===== src/sv/pdu8_pkg.sv =====
`default_nettype none
// ----------------------------------------------------------------------------
// pdu8_pkg
// Shared types, constants and helpers for the percent decoder with UTF-8
// check.
// ----------------------------------------------------------------------------
package pdu8_pkg;

    localparam int unsigned COUNT_W = 10;

    // Status codes
    localparam logic [2:0] ST_OK       = 3'd0;
    localparam logic [2:0] ST_ESCAPE   = 3'd1;
    localparam logic [2:0] ST_CONTROL  = 3'd2;
    localparam logic [2:0] ST_TOO_LONG = 3'd3;
    localparam logic [2:0] ST_UTF8     = 3'd4;

    // Escape phase codes
    localparam logic [1:0] PH_NONE = 2'd0;
    localparam logic [1:0] PH_HIGH = 2'd1;
    localparam logic [1:0] PH_LOW  = 2'd2;

    localparam logic [7:0] CH_PERCENT = 8'h25;
    localparam logic [7:0] CH_SPACE   = 8'h20;
    localparam logic [7:0] CH_DEL     = 8'h7F;

    localparam logic [7:0] CONT_LOW  = 8'h80;
    localparam logic [7:0] CONT_HIGH = 8'hBF;

    localparam logic [COUNT_W-1:0] MAX_BYTES_RESET = 10'd255;

    // Result of the decode stage for one item
    typedef struct packed {
        logic               emit;
        logic [7:0]         data;
        logic               done;
        logic [2:0]         err;
        logic [COUNT_W-1:0] count;
    } dec_res_t;

    // Returns {invalid, value}
    function automatic logic [4:0] hex_digit(input logic [7:0] c);
        logic [4:0] r;
        r = 5'h10;
        if (c inside {[8'h30:8'h39]}) begin
            r = {1'b0, 4'(c - 8'h30)};
        end else if (c inside {[8'h61:8'h66]}) begin
            r = {1'b0, 4'(c - 8'h57)};
        end else if (c inside {[8'h41:8'h46]}) begin
            r = {1'b0, 4'(c - 8'h37)};
        end
        return r;
    endfunction

endpackage
`default_nettype wire


===== src/sv/pdu8_if.sv =====
`default_nettype none
// ----------------------------------------------------------------------------
// pdu8_in_if / pdu8_out_if
// Valid/ready channels carrying raw bytes in and decoded results out.
// ----------------------------------------------------------------------------
interface pdu8_in_if;
    logic       valid;
    logic       ready;
    logic [7:0] raw_byte;
    logic       last;
    logic       empty_component;

    modport source (output valid, output raw_byte, output last, output empty_component,
                    input ready);
    modport sink   (input valid, input raw_byte, input last, input empty_component,
                    output ready);
endinterface

interface pdu8_out_if;
    logic                         valid;
    logic                         ready;
    logic                         out_valid;
    logic [7:0]                   out_byte;
    logic                         done_res;
    logic [2:0]                   status;
    logic [pdu8_pkg::COUNT_W-1:0] decoded_count;

    modport source (output valid, output out_valid, output out_byte, output done_res,
                    output status, output decoded_count, input ready);
    modport sink   (input valid, input out_valid, input out_byte, input done_res,
                    input status, input decoded_count, output ready);
endinterface
`default_nettype wire


===== src/sv/percent_decode_utf8_check.sv =====
`default_nettype none
// ----------------------------------------------------------------------------
// percent_decode_utf8_check
// Percent decoder for one URI query component with control, length and
// strict UTF-8 checks; one result item for every raw byte item.
// ----------------------------------------------------------------------------
//
//  Channel  Dir  Handshake         Carries
//  -------  ---  ----------------  -----------------------------------------
//  in_ch    in   valid/ready       raw_byte, last, empty_component
//  out_ch   out  valid/ready       out_valid, out_byte, done_res, status,
//                                  decoded_count
//  cfg      in   cfg_wr_en         cfg_wr_data -> max_bytes
//
//  One item a cycle while the result side keeps taking items; an accepted item
//  passes the input register, then the result register, before its result is valid.
//  The single decode step between the two registers sets the rate.
//  Reset clears the component state and loads max_bytes with 255.
//  A stalled result holds in the result register; the input register keeps
//  taking items as long as the result register can drain.
//
module percent_decode_utf8_check (
    input  wire logic                         clk,
    input  wire logic                         rst_n,
    pdu8_in_if.sink                           in_ch,
    pdu8_out_if.source                        out_ch,
    input  wire logic                         cfg_wr_en,
    input  wire logic [pdu8_pkg::COUNT_W-1:0] cfg_wr_data
);

    // Configuration register
    logic [pdu8_pkg::COUNT_W-1:0] max_bytes_reg;

    // Input register
    logic       in_valid_reg, in_valid_next;
    logic [7:0] in_raw_reg;
    logic       in_last_reg;
    logic       in_empty_reg;

    // Result register
    logic                         res_valid_reg, res_valid_next;
    logic                         res_out_valid_reg;
    logic [7:0]                   res_byte_reg;
    logic                         res_done_reg;
    logic [2:0]                   res_status_reg;
    logic [pdu8_pkg::COUNT_W-1:0] res_count_reg;

    logic               in_take;
    logic               res_free;
    logic               step;
    logic               utf8_bad;
    pdu8_pkg::dec_res_t dec;
    logic [2:0]         status_val;

    // Result register frees when empty or being taken this cycle
    assign res_free    = !res_valid_reg || out_ch.ready;
    assign step        = in_valid_reg && res_free;
    assign in_ch.ready = !in_valid_reg || res_free;
    assign in_take     = in_ch.valid && in_ch.ready;

    pdu8_decode u_decode (
        .clk             (clk),
        .rst_n           (rst_n),
        .step            (step),
        .raw_byte        (in_raw_reg),
        .last            (in_last_reg),
        .empty_component (in_empty_reg),
        .max_bytes       (max_bytes_reg),
        .res             (dec)
    );

    pdu8_utf8 u_utf8 (
        .clk       (clk),
        .rst_n     (rst_n),
        .step      (step),
        .feed      (dec.emit),
        .data      (dec.data),
        .done      (dec.done),
        .bad_final (utf8_bad)
    );

    // First decode error wins; UTF-8 verdict only when decoding was clean
    always_comb
    begin
        if (dec.err != pdu8_pkg::ST_OK) begin
            status_val = dec.err;
        end else if (utf8_bad) begin
            status_val = pdu8_pkg::ST_UTF8;
        end else begin
            status_val = pdu8_pkg::ST_OK;
        end
    end

    always_comb
    begin
        if (in_take) begin
            in_valid_next = 1'b1;
        end else if (step) begin
            in_valid_next = 1'b0;
        end else begin
            in_valid_next = in_valid_reg;
        end

        if (step) begin
            res_valid_next = 1'b1;
        end else if (out_ch.ready) begin
            res_valid_next = 1'b0;
        end else begin
            res_valid_next = res_valid_reg;
        end
    end

    // Control state
    always_ff @(posedge clk or negedge rst_n)
    begin
        if (!rst_n) begin
            max_bytes_reg <= pdu8_pkg::MAX_BYTES_RESET;
            in_valid_reg  <= 1'b0;
            res_valid_reg <= 1'b0;
        end else begin
            if (cfg_wr_en) begin
                max_bytes_reg <= cfg_wr_data;
            end
            in_valid_reg  <= in_valid_next;
            res_valid_reg <= res_valid_next;
        end
    end

    // Payload: capture the item, then the result
    always_ff @(posedge clk)
    begin
        if (in_take) begin
            in_raw_reg   <= in_ch.raw_byte;
            in_last_reg  <= in_ch.last;
            in_empty_reg <= in_ch.empty_component;
        end
        if (step) begin
            res_out_valid_reg <= dec.emit;
            res_byte_reg      <= dec.emit ? dec.data : 8'd0;
            res_done_reg      <= dec.done;
            res_status_reg    <= dec.done ? status_val : pdu8_pkg::ST_OK;
            res_count_reg     <= dec.done ? dec.count : '0;
        end
    end

    assign out_ch.valid         = res_valid_reg;
    assign out_ch.out_valid     = res_out_valid_reg;
    assign out_ch.out_byte      = res_byte_reg;
    assign out_ch.done_res      = res_done_reg;
    assign out_ch.status        = res_status_reg;
    assign out_ch.decoded_count = res_count_reg;

endmodule
`default_nettype wire


===== src/sv/pdu8_decode.sv =====
`default_nettype none
// ----------------------------------------------------------------------------
// pdu8_decode
// Percent-escape decoder with control-byte and length checks.
// ----------------------------------------------------------------------------
module pdu8_decode (
    input  wire logic                         clk,
    input  wire logic                         rst_n,
    input  wire logic                         step,
    input  wire logic [7:0]                   raw_byte,
    input  wire logic                         last,
    input  wire logic                         empty_component,
    input  wire logic [pdu8_pkg::COUNT_W-1:0] max_bytes,
    output pdu8_pkg::dec_res_t                res
);

    logic [1:0]                   phase_reg, phase_next;
    logic [3:0]                   nibble_reg, nibble_next;
    logic [pdu8_pkg::COUNT_W-1:0] count_reg, count_next;
    logic [2:0]                   err_reg, err_next;

    logic [4:0] hex;
    logic [7:0] c;
    logic       have_c;
    logic [1:0] ph_upd;
    logic [2:0] err_upd;
    logic [pdu8_pkg::COUNT_W-1:0] cnt_upd;

    always_comb
    begin
        hex     = pdu8_pkg::hex_digit(raw_byte);
        ph_upd  = phase_reg;
        nibble_next = nibble_reg;
        cnt_upd = count_reg;
        err_upd = err_reg;
        c       = raw_byte;
        have_c  = 1'b0;
        res.emit = 1'b0;

        if (!empty_component && err_reg == pdu8_pkg::ST_OK) begin
            if (phase_reg == pdu8_pkg::PH_NONE) begin
                if (raw_byte == pdu8_pkg::CH_PERCENT) begin
                    ph_upd = pdu8_pkg::PH_HIGH;
                end else begin
                    have_c = 1'b1;
                end
            end else if (hex[4]) begin
                err_upd = pdu8_pkg::ST_ESCAPE;
                ph_upd  = pdu8_pkg::PH_NONE;
            end else if (phase_reg == pdu8_pkg::PH_HIGH) begin
                nibble_next = hex[3:0];
                ph_upd      = pdu8_pkg::PH_LOW;
            end else begin
                c      = {nibble_reg, hex[3:0]};
                ph_upd = pdu8_pkg::PH_NONE;
                have_c = 1'b1;
            end

            if (have_c) begin
                if (c < pdu8_pkg::CH_SPACE || c == pdu8_pkg::CH_DEL) begin
                    err_upd = pdu8_pkg::ST_CONTROL;
                end else if (count_reg >= max_bytes) begin
                    err_upd = pdu8_pkg::ST_TOO_LONG;
                end else begin
                    cnt_upd  = count_reg + 1'b1;
                    res.emit = 1'b1;
                end
            end
        end

        res.data  = c;
        res.done  = empty_component | last;
        res.count = cnt_upd;
        // An escape still open at the end is cut short
        if (err_upd == pdu8_pkg::ST_OK && ph_upd != pdu8_pkg::PH_NONE) begin
            res.err = pdu8_pkg::ST_ESCAPE;
        end else begin
            res.err = err_upd;
        end

        if (res.done) begin
            phase_next  = pdu8_pkg::PH_NONE;
            nibble_next = 4'd0;
            count_next  = '0;
            err_next    = pdu8_pkg::ST_OK;
        end else begin
            phase_next  = ph_upd;
            count_next  = cnt_upd;
            err_next    = err_upd;
        end
    end

    always_ff @(posedge clk or negedge rst_n)
    begin
        if (!rst_n) begin
            phase_reg  <= pdu8_pkg::PH_NONE;
            nibble_reg <= 4'd0;
            count_reg  <= '0;
            err_reg    <= pdu8_pkg::ST_OK;
        end else if (step) begin
            phase_reg  <= phase_next;
            nibble_reg <= nibble_next;
            count_reg  <= count_next;
            err_reg    <= err_next;
        end
    end

endmodule
`default_nettype wire


===== src/sv/pdu8_utf8.sv =====
`default_nettype none
// ----------------------------------------------------------------------------
// pdu8_utf8
// Strict UTF-8 tracker over the stream of decoded bytes.
// ----------------------------------------------------------------------------
module pdu8_utf8 (
    input  wire logic       clk,
    input  wire logic       rst_n,
    input  wire logic       step,
    input  wire logic       feed,
    input  wire logic [7:0] data,
    input  wire logic       done,
    output logic            bad_final
);

    logic [1:0] rem_reg, rem_next;
    logic [7:0] low_reg, low_next;
    logic [7:0] high_reg, high_next;
    logic       bad_reg, bad_next;

    logic [1:0] rem_upd;
    logic [7:0] low_upd, high_upd;
    logic       bad_upd;

    always_comb
    begin
        rem_upd  = rem_reg;
        low_upd  = low_reg;
        high_upd = high_reg;
        bad_upd  = bad_reg;

        if (feed && !bad_reg) begin
            if (rem_reg != 2'd0) begin
                // Continuation byte: check against the allowed window
                if (data < low_reg || data > high_reg) begin
                    bad_upd = 1'b1;
                    rem_upd = 2'd0;
                end else begin
                    rem_upd = rem_reg - 2'd1;
                end
                low_upd  = pdu8_pkg::CONT_LOW;
                high_upd = pdu8_pkg::CONT_HIGH;
            end else if (data >= 8'h80) begin
                low_upd  = pdu8_pkg::CONT_LOW;
                high_upd = pdu8_pkg::CONT_HIGH;
                if (data inside {[8'hC2:8'hDF]}) begin
                    rem_upd = 2'd1;
                end else if (data == 8'hE0) begin
                    rem_upd = 2'd2;
                    low_upd = 8'hA0;
                end else if (data == 8'hED) begin
                    rem_upd  = 2'd2;
                    high_upd = 8'h9F;
                end else if (data inside {[8'hE1:8'hEF]}) begin
                    rem_upd = 2'd2;
                end else if (data == 8'hF0) begin
                    rem_upd = 2'd3;
                    low_upd = 8'h90;
                end else if (data inside {[8'hF1:8'hF3]}) begin
                    rem_upd = 2'd3;
                end else if (data == 8'hF4) begin
                    rem_upd  = 2'd3;
                    high_upd = 8'h8F;
                end else begin
                    bad_upd  = 1'b1;
                    low_upd  = low_reg;
                    high_upd = high_reg;
                end
            end
        end

        bad_final = bad_upd | (rem_upd != 2'd0);

        if (done) begin
            rem_next  = 2'd0;
            low_next  = pdu8_pkg::CONT_LOW;
            high_next = pdu8_pkg::CONT_HIGH;
            bad_next  = 1'b0;
        end else begin
            rem_next  = rem_upd;
            low_next  = low_upd;
            high_next = high_upd;
            bad_next  = bad_upd;
        end
    end

    always_ff @(posedge clk or negedge rst_n)
    begin
        if (!rst_n) begin
            rem_reg  <= 2'd0;
            low_reg  <= pdu8_pkg::CONT_LOW;
            high_reg <= pdu8_pkg::CONT_HIGH;
            bad_reg  <= 1'b0;
        end else if (step) begin
            rem_reg  <= rem_next;
            low_reg  <= low_next;
            high_reg <= high_next;
            bad_reg  <= bad_next;
        end
    end

endmodule
`default_nettype wire


===== src/flat_wrapper.sv =====
// flat-port wrapper written by rule: the top's interface ports become plain ports
module percent_decode_utf8_check_flat 
  (clk, rst_n, cfg_wr_en, cfg_wr_data, in_ch_valid, in_ch_raw_byte, in_ch_last, in_ch_empty_component, in_ch_ready, out_ch_valid, out_ch_out_valid, out_ch_out_byte, out_ch_done_res, out_ch_status, out_ch_decoded_count, out_ch_ready);
  pdu8_in_if in_ch_i ();
  pdu8_out_if out_ch_i ();
  input  wire logic clk;
  input  wire logic rst_n;
  input  wire logic cfg_wr_en;
  input  wire logic [pdu8_pkg::COUNT_W-1:0] cfg_wr_data;
  input wire logic [$bits(in_ch_i.valid)-1:0] in_ch_valid;
  input wire logic [$bits(in_ch_i.raw_byte)-1:0] in_ch_raw_byte;
  input wire logic [$bits(in_ch_i.last)-1:0] in_ch_last;
  input wire logic [$bits(in_ch_i.empty_component)-1:0] in_ch_empty_component;
  output wire logic [$bits(in_ch_i.ready)-1:0] in_ch_ready;
  output wire logic [$bits(out_ch_i.valid)-1:0] out_ch_valid;
  output wire logic [$bits(out_ch_i.out_valid)-1:0] out_ch_out_valid;
  output wire logic [$bits(out_ch_i.out_byte)-1:0] out_ch_out_byte;
  output wire logic [$bits(out_ch_i.done_res)-1:0] out_ch_done_res;
  output wire logic [$bits(out_ch_i.status)-1:0] out_ch_status;
  output wire logic [$bits(out_ch_i.decoded_count)-1:0] out_ch_decoded_count;
  input wire logic [$bits(out_ch_i.ready)-1:0] out_ch_ready;
  assign in_ch_i.valid = in_ch_valid;
  assign in_ch_i.raw_byte = in_ch_raw_byte;
  assign in_ch_i.last = in_ch_last;
  assign in_ch_i.empty_component = in_ch_empty_component;
  assign in_ch_ready = in_ch_i.ready;
  assign out_ch_valid = out_ch_i.valid;
  assign out_ch_out_valid = out_ch_i.out_valid;
  assign out_ch_out_byte = out_ch_i.out_byte;
  assign out_ch_done_res = out_ch_i.done_res;
  assign out_ch_status = out_ch_i.status;
  assign out_ch_decoded_count = out_ch_i.decoded_count;
  assign out_ch_i.ready = out_ch_ready;
  percent_decode_utf8_check u_core (.clk(clk), .rst_n(rst_n), .in_ch(in_ch_i), .out_ch(out_ch_i), .cfg_wr_en(cfg_wr_en), .cfg_wr_data(cfg_wr_data));
endmodule

===== config.mk =====
export PLATFORM = sky130hd
export DESIGN_NAME = percent_decode_utf8_check_flat
export DESIGN_NICKNAME = d
export VERILOG_FILES = /design/src/sv/pdu8_pkg.sv /design/src/sv/pdu8_if.sv /design/src/sv/percent_decode_utf8_check.sv /design/src/sv/pdu8_decode.sv /design/src/sv/pdu8_utf8.sv /design/src/flat_wrapper.sv
export SDC_FILE = /design/constraint.sdc
export NUM_CORES = 1
export LEC_CHECK = 0
export BUFFER_PORTS_ARGS = -buffer_cell sky130_fd_sc_hd__buf_2
export CAP_MARGIN = 5
export CORE_MARGIN = 2
export CORE_UTILIZATION = 61
export CTS_CLUSTER_SIZE = 30
export DETAILED_ROUTE_END_ITERATION = 8
export GPL_TIMING_DRIVEN = 0
export PLACE_DENSITY = 0.83
export SYNTH_ARGS = -nofsm -noshare
export SYNTH_HDL_FRONTEND = slang
export SYNTH_SLANG_ARGS = --single-unit

===== constraint.sdc =====
create_clock -name clk -period 7.57 [get_ports clk]
set_input_delay 0.757 -clock clk [delete_from_list [all_inputs] [get_ports clk]]
set_output_delay 0.757 -clock clk [all_outputs]
set_load 0.02 [all_outputs]

# After elaboration in Yosys (flattened, before gate mapping)
# Cells that the tools add are included.
# classes
add_sub_neg,5
magnitude_cmp,17
n_eq_ne,9
mux,93
bitwise,2
reduce_logical,35
# op_table
operator,n
two-way mux 8 bit,27
two-way mux 10 bit,5
two-way mux 2 bit,18
"== test 8 bit, second input constant",4
">= comparator 8 bit, second input constant",4
two-way mux 3 bit,10
two-way mux 1 bit,25
"less-or-equal comparator 8 bit, second input constant",3
two-way mux 4 bit,5
">= comparator 8 x 7 -> 1 bit, second input constant",2
"less-or-equal comparator 8 x 7 -> 1 bit, second input constant",2
nonzero test 2 bit,8
two-way mux 5 bit,3
logical AND 1 bit,11
"adder 10 x 1 -> 10 bit, second input constant",1
>= comparator 10 bit,1
nonzero test 9 bit,1
"== test 8 x 6 -> 1 bit, second input constant",1
"== test 8 x 7 -> 1 bit, second input constant",1
">= comparator 8 x 6 -> 1 bit, second input constant",1
> comparator 8 bit,1
"less-or-equal comparator 8 x 6 -> 1 bit, second input constant",1
"less-than comparator 8 x 6 -> 1 bit, second input constant",1
less-than comparator 8 bit,1
13 further kinds,24
# totals
reg_bits,83
inputBits,25
out_inout_bits,25
wordCells,180

# Depth between registers and ports, before layout
# depth
depth_word,25
ltp_mapped,15
depth_no_buf,15

# Hierarchy
# Synthesis repeated with hierarchy kept, for this count alone.
# unflattened
cells_unflattened,389
area_unflattened_um2,4215.3
# modules_own_cells
module,n_inst,cells_each,area_each_um2,seq_area_each_um2
pdu8_decode,1,229,1928.1,475.5
percent_decode_utf8_check,1,86,1646.6,1301.2
pdu8_utf8,1,74,640.6,177.7

# Least setup slack after synthesis
# OpenSTA, ideal clock, no wires.
# synth_path
path_type,reg-to-reg
start,register u_core.in_raw_reg[3]
end,register u_core.u_utf8.low_reg[4]
setup_time_ns,0.125
t_arrival_ns,3.663
required_time_ns,7.445
path_slack_ns,3.782
stages_incl_launch_ff,12
n_path_buf,2
period_less_slack_ns,3.788
cell_sequence,edfxtp_1 > buf_6 > or4b_4 > or3_4 > a21oi_4 > mux2_2 > and4_4 > buf_6 > or3_4 > a21o_1 > a221o_1 > mux2_4
# synth_via
elab_chain_cells,22
elab_cells_between_ends,60
cone_classes,3 x add/sub; 14 x order compare; 6 x eq/ne; 25 x mux; 12 x reduce/logical
# synth_lines
item,line,source
start: declaration,percent_decode_utf8_check.sv:36,logic [7:0] in_raw_reg;
start signal: assignment,percent_decode_utf8_check.sv:133,in_raw_reg <= in_ch.raw_byte;
>= comparator 8 x 7 -> 1 bit or less-or-equal comparator 8 x 7 -> 1 bit (tied branches),pdu8_pkg.sv:49,end else if (c inside {[8'h41:8'h46]}) begin
logical AND 1 bit,pdu8_pkg.sv:49,
two-way mux 5 bit,pdu8_pkg.sv:49,
two-way mux 5 bit,pdu8_pkg.sv:47,end else if (c inside {[8'h61:8'h66]}) begin
two-way mux 5 bit,pdu8_pkg.sv:45,if (c inside {[8'h30:8'h39]}) begin
two-way mux 8 bit,pdu8_decode.sv:50,end else if (phase_reg == pdu8_pkg::PH_HIGH) begin
two-way mux 8 bit,pdu8_decode.sv:47,end else if (hex[4]) begin
two-way mux 8 bit,pdu8_decode.sv:41,if (phase_reg == pdu8_pkg::PH_NONE) begin
[6 not listed],n/a,
two-way mux 8 bit,pdu8_utf8.sv:54,end else if (data inside {[8'hE1:8'hEF]}) begin
two-way mux 8 bit,pdu8_utf8.sv:51,end else if (data == 8'hED) begin
two-way mux 8 bit,pdu8_utf8.sv:48,end else if (data == 8'hE0) begin
two-way mux 8 bit,pdu8_utf8.sv:46,if (data inside {[8'hC2:8'hDF]}) begin
two-way mux 8 bit,pdu8_utf8.sv:43,end else if (data >= 8'h80) begin
two-way mux 8 bit,pdu8_utf8.sv:33,if (rem_reg != 2'd0) begin
two-way mux 8 bit,pdu8_utf8.sv:32,if (feed && !bad_reg) begin
two-way mux 8 bit,pdu8_utf8.sv:74,if (done) begin
end signal: assignment,pdu8_utf8.sv:91,low_reg <= pdu8_pkg::CONT_LOW;
end signal: assignment,pdu8_utf8.sv:96,low_reg <= low_next;
end: declaration,pdu8_utf8.sv:17,"logic [7:0] low_reg, low_next;"
# Parallel ways exist; a longest one is shown, timed or not. The select of a mux whose other input is x is not followed.
# A chain may end at the register's enable or synchronous reset.

==> impl_metrics.py <==
metrics = {
    "floorplanning": {
        "start_util": 0.623,
        "core_area_sq_mm": 0.00672,
        "dieHeight_um": 86.9,
        "boundaryPins": 50,
        "die_area_sq_mm": 0.00754,
        "num_rows": 30,
        "fp.dieW_um": 86.9,
    },
    "sta": {
        "max_clock_freq_ghz": 0.225,
        "layout_min_cycle_time_ns": 4.44,
        "worst_slack_ns": 3.13,
        "setup_viol": 0,
        "max_slew.worst_pin.slew_ns": 1.00,
        "finalSetupTns_ns": 0,
        "fin_crit_sh": 0.587,
        "fin_skew_ns": 0.0126,
        "rsz0062_at_grt": "no",
        "hold_violations": 0,
        "maxSlewViolCount": 0,
        "slew-limit-headroom": 0.327,
        "hold_slack_ns": 0.507,
    },
    "grt": {
        "grt_overflow": 0,
        "antenna_found_initial": 0,
        "grt_pass1_vias": 3197,
        "grt_pass1_wl_um": 15600,
        "grt_usage": 0.266,
        "grt_max_degree": 39,
    },
    "placed_design": {
        "routabilityCongestion": 0.915,
        "pre_cts_ws_ns": 3.27,
        "port_buffers": 48,
        "dp_hpwl_um": 7120,
    },
    "power_and_ir_drop": {
        "ir_drop_v": 0.000112,
        "clock_power_share": 0.321,
        "switching_power_uw": 261,
        "total_leakage_power_uw": 0.00201,
        "p_int_uw": 614,
        "sw_frac_of_total": 0.298,
        "p_seq_frac": 0.512,
        "p_comb_frac": 0.168,
        "finalPower_uw": 875,
        "powerDensity_mw_per_mm2": 185,
    },
    "critical_path": {
        "required_ns": 7.72,
        "endpoint_kind": "flop",
        "critPathKind": "reg -> reg",
        "crit_arrival_ns": 4.60,
        "startpoint_type": "flop",
        "crit_family": "simple AND/OR/NAND/NOR gates",
        "path_buf_inv": 1,
        "crit_fanout": 10,
        "slowest_delay_ns": 0.87,
        "critical-path-slowest-cell": "nor4_2",
        "path_cells": "nor4_2, nand2_1, a21oi_2, mux2i_1, inv_1, ha_1, o211ai_1, nor4_1, o221ai_1, o41a_1, and3_1, a211oi_1",
    },
    "clock_network": {
        "hold_buffers": 0,
        "clock-sinks": 71,
        "clk_latency_ns": 0.35,
        "clockBufferDepth": 2,
        "cts_buffers": 9,
        "h-tree-depth": 3,
        "cts_resized": 0,
        "path_clk_slew_ns": 0.09,
        "root_buffer": "clkbuf_8",
        "cts_tree": "yes",
        "post_cts_buffers": 0,
    },
    "synth": {
        "synth_top_family_by_area": "compound AO/OA/AOI/OAI gates",
        "synth-xor-area-share": 0.0188,
        "synthFlopType": "edfxtp_1",
        "synthDistinctLibCells": 71,
        "ys_seq_area_frac": 0.467,
        "syn-num-nets": 475,
        "synth_compound_area_frac": 0.202,
        "ys_ff_latch": 71,
        "synth_cells": 432,
        "synth_enable_flop_cells": 33,
        "synthAdderAreaFrac": 0.0538,
        "synth-simple-area-share": 0.189,
        "async_reset_ff_frac": 0.535,
        "syn_area_sq_mm": 0.00419,
        "synth_mux_area_frac": 0.0272,
        "syn_area_per_cell_sq_um": 9.69,
        "yosysWarnings": 0,
    },
    "routing": {
        "vias": 3605,
        "post_drt_wl_per_cell_um": 16.7,
        "drtAntennaViolNets": 0,
        "dr.pass1.iters": 5,
        "drc": 0,
        "via_per_inst": 6.26,
        "drt-initial-drc-count": 360,
        "finalWirelength_um": 9630,
    },
    "status": {
        "status": "complete, no violations",
    },
    "final_layout": {
        "layout-drive-gt1-share": 0.204,
        "nNetsFinal": 534,
        "ff_latch_area_sq_mm": 0.00195,
        "final_common_cell": "nand2_1",
        "final_cell_mix": "nand2_1, buf_2, nor2_1",
        "fillCellCount": 529,
        "multi_input_area_sq_mm": 0.00206,
        "syn2layout_area_growth_pct": 12.7,
        "antenna_cells": 0,
    },
    "job": {
        "maxCapViolCount": 0,
    },
    "worst_hold_path": {
        "worstHoldPathType": "in -> async",
    },
}
[synthesized netlist by cell type (6+ instances only)]
| master | count | share of area |
|---|---|---|
| nand2_1 | 50 | 0.045 |
| nor2_1 | 36 | 0.032 |
| edfxtp_1 | 33 | 0.24 |
| o21ai_0 | 30 | 0.036 |
| dfrtp_1 | 28 | 0.17 |
| inv_1 | 24 | 0.022 |
| a21oi_1 | 21 | 0.025 |
| ha_1 | 18 | 0.054 |
| clkbuf_1 | 12 | 0.011 |
| a31oi_1 | 11 | 0.016 |
| dfstp_2 | 10 | 0.063 |
| nor3_1 | 10 | 0.012 |
| o31ai_1 | 10 | 0.018 |
| nand3_1 | 8 | 0.0096 |
| and3_1 | 7 | 0.010 |
| xor2_1 | 7 | 0.015 |
| and2_1 | 6 | 0.0090 |
| nand2b_1 | 6 | 0.0090 |
[metrics by stage]
stage,utilization,instance area (sq um),std cells
2_1_floorplan,-,4190,432
3_3_place_gp,0.674,4530,560
3_5_place_dp,0.675,4530,560
4_1_cts,0.702,4720,576
5_1_grt,0.702,4720,576
6_report,0.702,4720,576
[per-layer routing]
metal,up-vias,track usage,part of all wire
met2,155,0.396,0.45
met4,0,0.0980,0.019
met5,-,0,0
met1,1715,0.396,0.47
met3,18,0.0408,0.061
li1,1717,-,-
[power by group through the flow]
stage | logic [uW] | clock network (uW) | registers, uW
after detailed placement | 145 | 0 | 455
after CTS | 146 | 285 | 448
after global placement | 139 | 0 | 454
after floorplan | 87.1 | 0 | 466
after global routing | 162 | 300 | 451
final | 147 | 280 | 447
[area by class of cell]
type,count,area share
Buffer,17,0.0178
Clock buffer,9,0.0262
Sequential cell,71,0.414
Inverter,26,0.0207
Clock inverter,7,0.0130
Tap cell,80,0.0212
Multi-Input combinational cell,318,0.436
Timing Repair Buffer,48,0.0509
[path summary, 6_finish.rpt]
path                                                 start                           end  slack (ns)  cells past startpoint
worst max-delay path            u_core.u_decode.err_reg[0]       u_core.out_ch.status[2]        3.13                     12
max in group asynchronous                            rst_n           u_core.out_ch.valid        6.51                      1
worst min-delay path                                 rst_n  u_core.u_decode.count_reg[7]        0.51                      1
min in group clk                   u_core.max_bytes_reg[1]       u_core.max_bytes_reg[1]        0.51                      2
worst min register to register     u_core.max_bytes_reg[1]       u_core.max_bytes_reg[1]        0.51                      2
worst max register to register  u_core.u_decode.err_reg[0]       u_core.out_ch.status[2]        3.13                     12
[logic make-up (layout without fill, tap and decap cells)]
logic type      after synthesis  in the layout
mux                           9              9
compound gates              126            126
xor+xnor                      9              9
simple gates                156            156
fa+ha+maj                    18             18
buf+inv                      43            107
flops                        71             71
No activity file was read; power rests on OpenSTA's default activity.
